==> src/rtl/dtf_ram.sv <==
// generic single-port synchronous ram with registered read
module dtf_ram #(
  parameter int WIDTH = 8,
  parameter int DEPTH = 16
) (
  input  logic                     clk,
  input  logic                     we,
  input  logic                     re,
  input  logic [$clog2(DEPTH)-1:0] addr,
  input  logic [WIDTH-1:0]         wdata,
  output logic [WIDTH-1:0]         rdata
);

  logic [WIDTH-1:0] mem [DEPTH];

  always_ff @(posedge clk) begin
    if (we) begin
      mem[addr] <= wdata;
    end
    if (re) begin
      rdata <= mem[addr];
    end
  end

endmodule
==> config.mk <==
export PLATFORM = sky130hd
export DESIGN_NAME = dtf_ram
export DESIGN_NICKNAME = d
export VERILOG_FILES = /design/src/rtl/dtf_ram.sv
export SDC_FILE = /design/constraint.sdc
export NUM_CORES = 1
export LEC_CHECK = 0
export BUFFER_PORTS_ARGS = -buffer_cell sky130_fd_sc_hd__buf_2
export CAP_MARGIN = 10
export CORE_ASPECT_RATIO = 1.1
export CORE_UTILIZATION = 57
export CTS_CLUSTER_SIZE = 16
export DETAILED_ROUTE_END_ITERATION = 8
export GPL_TIMING_DRIVEN = 1
export PLACE_DENSITY = 0.75
export SLEW_MARGIN = 30
export SYNTH_ARGS = -nofsm -noshare
export SYNTH_HDL_FRONTEND = slang
export SYNTH_SLANG_ARGS = --single-unit
export TNS_END_PERCENT = 5
==> constraint.sdc <==
create_clock -name clk -period 4.7 [get_ports clk]
set_clock_uncertainty 0.2 [all_clocks]
set_input_delay 0.47 -clock clk [delete_from_list [all_inputs] [get_ports clk]]
set_output_delay 0.47 -clock clk [all_outputs]
set_load 0.01 [all_outputs]
==> impl_results.html <==
<table>
<tr><th>Metric</th><th>Value</th></tr>
<tr><th colspan="2">Outcome</th></tr>
<tr><td>Status</td><td>complete, no violations</td></tr>
<tr><th colspan="2">Setup path</th></tr>
<tr><td>Maximum fanout along the worst path</td><td>23</td></tr>
<tr><td>Required time of the worst setup path</td><td>4660 ps</td></tr>
<tr><td>Critical path data arrival time</td><td>2360 ps</td></tr>
<tr><td>Sort of element at the end of the critical path</td><td>flip-flop</td></tr>
<tr><td>Crit path buffers/inverters</td><td>2</td></tr>
<tr><td>Stages on the worst setup path</td><td>4</td></tr>
<tr><td>Series of cell instances along the critical path</td><td>buf_2 -&gt; buf_4 -&gt; nand2_1 -&gt; nor2_1</td></tr>
<tr><td>Number of cells on the worst reg-to-reg path</td><td>3</td></tr>
<tr><td>Slowest stage delay, CP</td><td>680 ps</td></tr>
<tr><td>Cell with the largest stage delay on the worst path</td><td>nor2_1</td></tr>
<tr><td>Kind of cell adding the most delay to the critical path</td><td>buffers and inverters</td></tr>
<tr><td>Startpoint type of the worst setup path</td><td>input port</td></tr>
<tr><td>Worst Setup Path Type</td><td>in -&gt; reg</td></tr>
<tr><th colspan="2">Die</th></tr>
<tr><td>Boundary Pins</td><td>23</td></tr>
<tr><td>Number of core rows</td><td>36</td></tr>
<tr><td>Core Box Area</td><td>8830 um2</td></tr>
<tr><td>Initial cell density of the core</td><td>58.3%</td></tr>
<tr><td>Horizontal die dimension</td><td>92.6 um</td></tr>
<tr><td>Area enclosed by the die boundary</td><td>9410 um2</td></tr>
<tr><td>Vert. Die Dim</td><td>102 um</td></tr>
<tr><th colspan="2">Power and ir drop</th></tr>
<tr><td>PD cells</td><td>460 nW/um2</td></tr>
<tr><td>VDD IR max</td><td>0.000266 V</td></tr>
<tr><td>Post-layout total power</td><td>2.72 mW</td></tr>
<tr><td>Leakage</td><td>1.91 nW</td></tr>
<tr><th colspan="2">GRT</th></tr>
<tr><td>Wire length of the first global-routing pass</td><td>14.7 mm</td></tr>
<tr><td>Vias in the first global route</td><td>2394</td></tr>
<tr><td>Pin count of the biggest net entering global routing</td><td>40</td></tr>
<tr><td>Initial antenna violation count</td><td>0</td></tr>
<tr><td>Total global routing overflow</td><td>0</td></tr>
<tr><td>Global-route usage over all layers</td><td>23.7%</td></tr>
<tr><th colspan="2">Timing</th></tr>
<tr><td>Worst Setup Slack, final</td><td>2290 ps</td></tr>
<tr><td>Worst slew pin tran</td><td>936 ps</td></tr>
<tr><td>Final Setup Violations</td><td>0</td></tr>
<tr><td>Max-slew violations</td><td>0</td></tr>
<tr><td>Setup TNS after final layout</td><td>0 ps</td></tr>
<tr><td>RSZ-0062 raised after global routing</td><td>no</td></tr>
<tr><td>Final period util</td><td>51.2%</td></tr>
<tr><td>Number of hold-slack violations in the final timing report</td><td>0</td></tr>
<tr><td>Top achievable clock speed</td><td>415 MHz</td></tr>
<tr><td>Period minus WS final</td><td>2410 ps</td></tr>
<tr><td>Remaining max-slew budget at the tightest pin</td><td>37.6%</td></tr>
<tr><th colspan="2">Layout</th></tr>
<tr><td>Antenna diode count</td><td>0</td></tr>
<tr><td>Area growth from synthesis to layout</td><td>15.1%</td></tr>
<tr><td>Combined area of the multi-input logic cells</td><td>1010 um2</td></tr>
<tr><td>Nets</td><td>279</td></tr>
<tr><td>Share of post-route cells with drive strength above 1</td><td>32.1%</td></tr>
<tr><td>Final design instance area without fill</td><td>5930 um2</td></tr>
<tr><td>Area occupied by registers</td><td>4080 um2</td></tr>
<tr><td>Number of filler cells placed in the layout</td><td>584</td></tr>
<tr><th colspan="2">Placement</th></tr>
<tr><td>Total half-perimeter wirelength after legalization and detailed placement</td><td>5.64 mm</td></tr>
<tr><td>Gpl congestion</td><td>0.756</td></tr>
<tr><td>Total cell area at the placement stage</td><td>5380 um2</td></tr>
<tr><td>Worst-case setup slack after placement</td><td>1720 ps</td></tr>
<tr><td>Buffers added on ports</td><td>22</td></tr>
<tr><th colspan="2">Clock tree</th></tr>
<tr><td># Post-CTS Setup Buffers</td><td>0</td></tr>
<tr><td>Number of resized instances in the post-cts repair step</td><td>0</td></tr>
<tr><td>Cts-stage hold buffer count</td><td>0</td></tr>
<tr><td>CTS tree</td><td>yes</td></tr>
<tr><td>CTS buffer count</td><td>17</td></tr>
<tr><td>Largest buffer count on any clock path</td><td>2</td></tr>
<tr><td>Number of clock sinks</td><td>136</td></tr>
<tr><td>CTS clk-pin slew, worst paths</td><td>60 ps</td></tr>
<tr><td>Clock latency at the later pin of the worst-skew pair</td><td>530 ps</td></tr>
<tr><td>Root Buffer Master</td><td>clkbuf_8</td></tr>
<tr><td>Max H-tree Level</td><td>4</td></tr>
<tr><th colspan="2">Synthesis</th></tr>
<tr><td>Net count after synthesis</td><td>245</td></tr>
<tr><td>Number of distinct library cells after synthesis</td><td>17</td></tr>
<tr><td>Sequential cell area fraction in the yosys report</td><td>79.3%</td></tr>
<tr><td>Number of synthesis warnings</td><td>0</td></tr>
<tr><td>Flop and latch count out of synthesis</td><td>136</td></tr>
<tr><td>Cell Area, Synth</td><td>5150 um2</td></tr>
<tr><td>Syn avg cell area</td><td>22.4 um2</td></tr>
<tr><td>Post-synthesis cell count</td><td>230</td></tr>
<tr><th colspan="2">Route</th></tr>
<tr><td>Antenna viol nets, final</td><td>0</td></tr>
<tr><td>DR iter-0 viols</td><td>308</td></tr>
<tr><td>Number of design rule violations left after detail routing</td><td>0</td></tr>
<tr><td>Average wire length per cell after detail routing</td><td>25.2 um</td></tr>
<tr><td>Via/cell ratio</td><td>6.22</td></tr>
<tr><td>Vias post-DR</td><td>2433</td></tr>
<tr><td>Iteration count of the initial detailed-routing pass</td><td>5</td></tr>
<tr><td>Post-detailed-routing wire length</td><td>9.86 mm</td></tr>
<tr><th colspan="2">Run</th></tr>
<tr><td>Number of max-capacitance violations reported</td><td>0</td></tr>
<tr><th colspan="2">Hold path</th></tr>
<tr><td>Cell depth of the worst min-delay path</td><td>1</td></tr>
<tr><td>Worst hold path class</td><td>in -&gt; reg</td></tr>
</table>
[metal layers]
metal | track usage [%] | part of all wire, % | vias to the layer above
li1 | - | - | 1033
met1 | 33.6 | 42 | 1262
met2 | 34.8 | 49 | 127
met3 | 7.43 | 7.4 | 11
met4 | 10.1 | 1.6 | 0
met5 | 0 | 0 | -
[worst reg2reg max path, stage by stage, from the launching register on]
cell	delay [ps]
edfxtp_1	390
mux4_2	500
a22oi_1	280
nand2_1	130
[layout by cell type, fill, tap and decap left out, types with 3 or more instances in the layout]
cell type	count
a22oi_1	16
buf_2	22
buf_4	4
clkbuf_16	16
clkinv_2	4
clkinvlp_4	5
edfxtp_1	136
mux4_2	32
nand2_1	9
nor2_1	13
nor3_1	3
[where the power goes]
| part | internal [mW] | switching [mW] |
|---|---|---|
| Sequential | 1.37 | 0.00722 |
| Clock | 0.745 | 0.480 |
| Combinational | 0.0483 | 0.0761 |
[state kept, by name, indices dropped and copies added (netlist names)]
signal and cells:
rdata 8, mem 128
[kinds of logic after synthesis]
group / after synthesis / synth area share (%)
DFF: 136 / 79.3
and+or+nand+nor: 35 / 3.16
muxes: 32 / 14.0
AOI/OAI and AO/OA: 16 / 2.33
buffers and inverters: 11 / 1.17
[synthesized netlist by cell type, drive strengths merged]
master | number | area share (%)
a22oi | 16 | 2.3
and2 | 1 | 0.12
buf | 8 | 0.92
clkbuf | 3 | 0.24
edfxtp | 136 | 79
mux4 | 32 | 14
nand2 | 9 | 0.66
nand2b | 2 | 0.24
nand3 | 1 | 0.097
nand3b | 2 | 0.29
nor2 | 13 | 0.95
nor2b | 2 | 0.24
nor3 | 4 | 0.39
or3b | 1 | 0.17
[area by class of cell]
class,count,share of cell area (%)
clock buffers,18,7.05
well taps,114,2.41
flip-flops and latches,136,68.9
multi-input cells,83,17.0
clock inverters,14,2.26
repair buffers,26,2.36
[final timing paths]
path | endpoint | slack, ps | startpoint
worst max register to register | rdata[6]$_DFFE_PP_ | 2940 | mem[11][6]$_DFFE_PP_
worst min register to register | rdata[0]$_DFFE_PP_ | 570 | mem[14][0]$_DFFE_PP_
worst min-delay path | rdata[3]$_DFFE_PP_ | 80 | re
worst max-delay path | mem[3][3]$_DFFE_PP_ | 2290 | addr[0]
[through the flow]
step                      util, %  hold WS (ps)  instances
final                        67.1          79.0        391
after global routing         67.1          72.7        391
after CTS                    67.1          68.4        391
after detailed placement     60.9           544        359
after global placement       60.8           550        359
after floorplan                 -           369        230
Power figures use the tool's default switching activity.
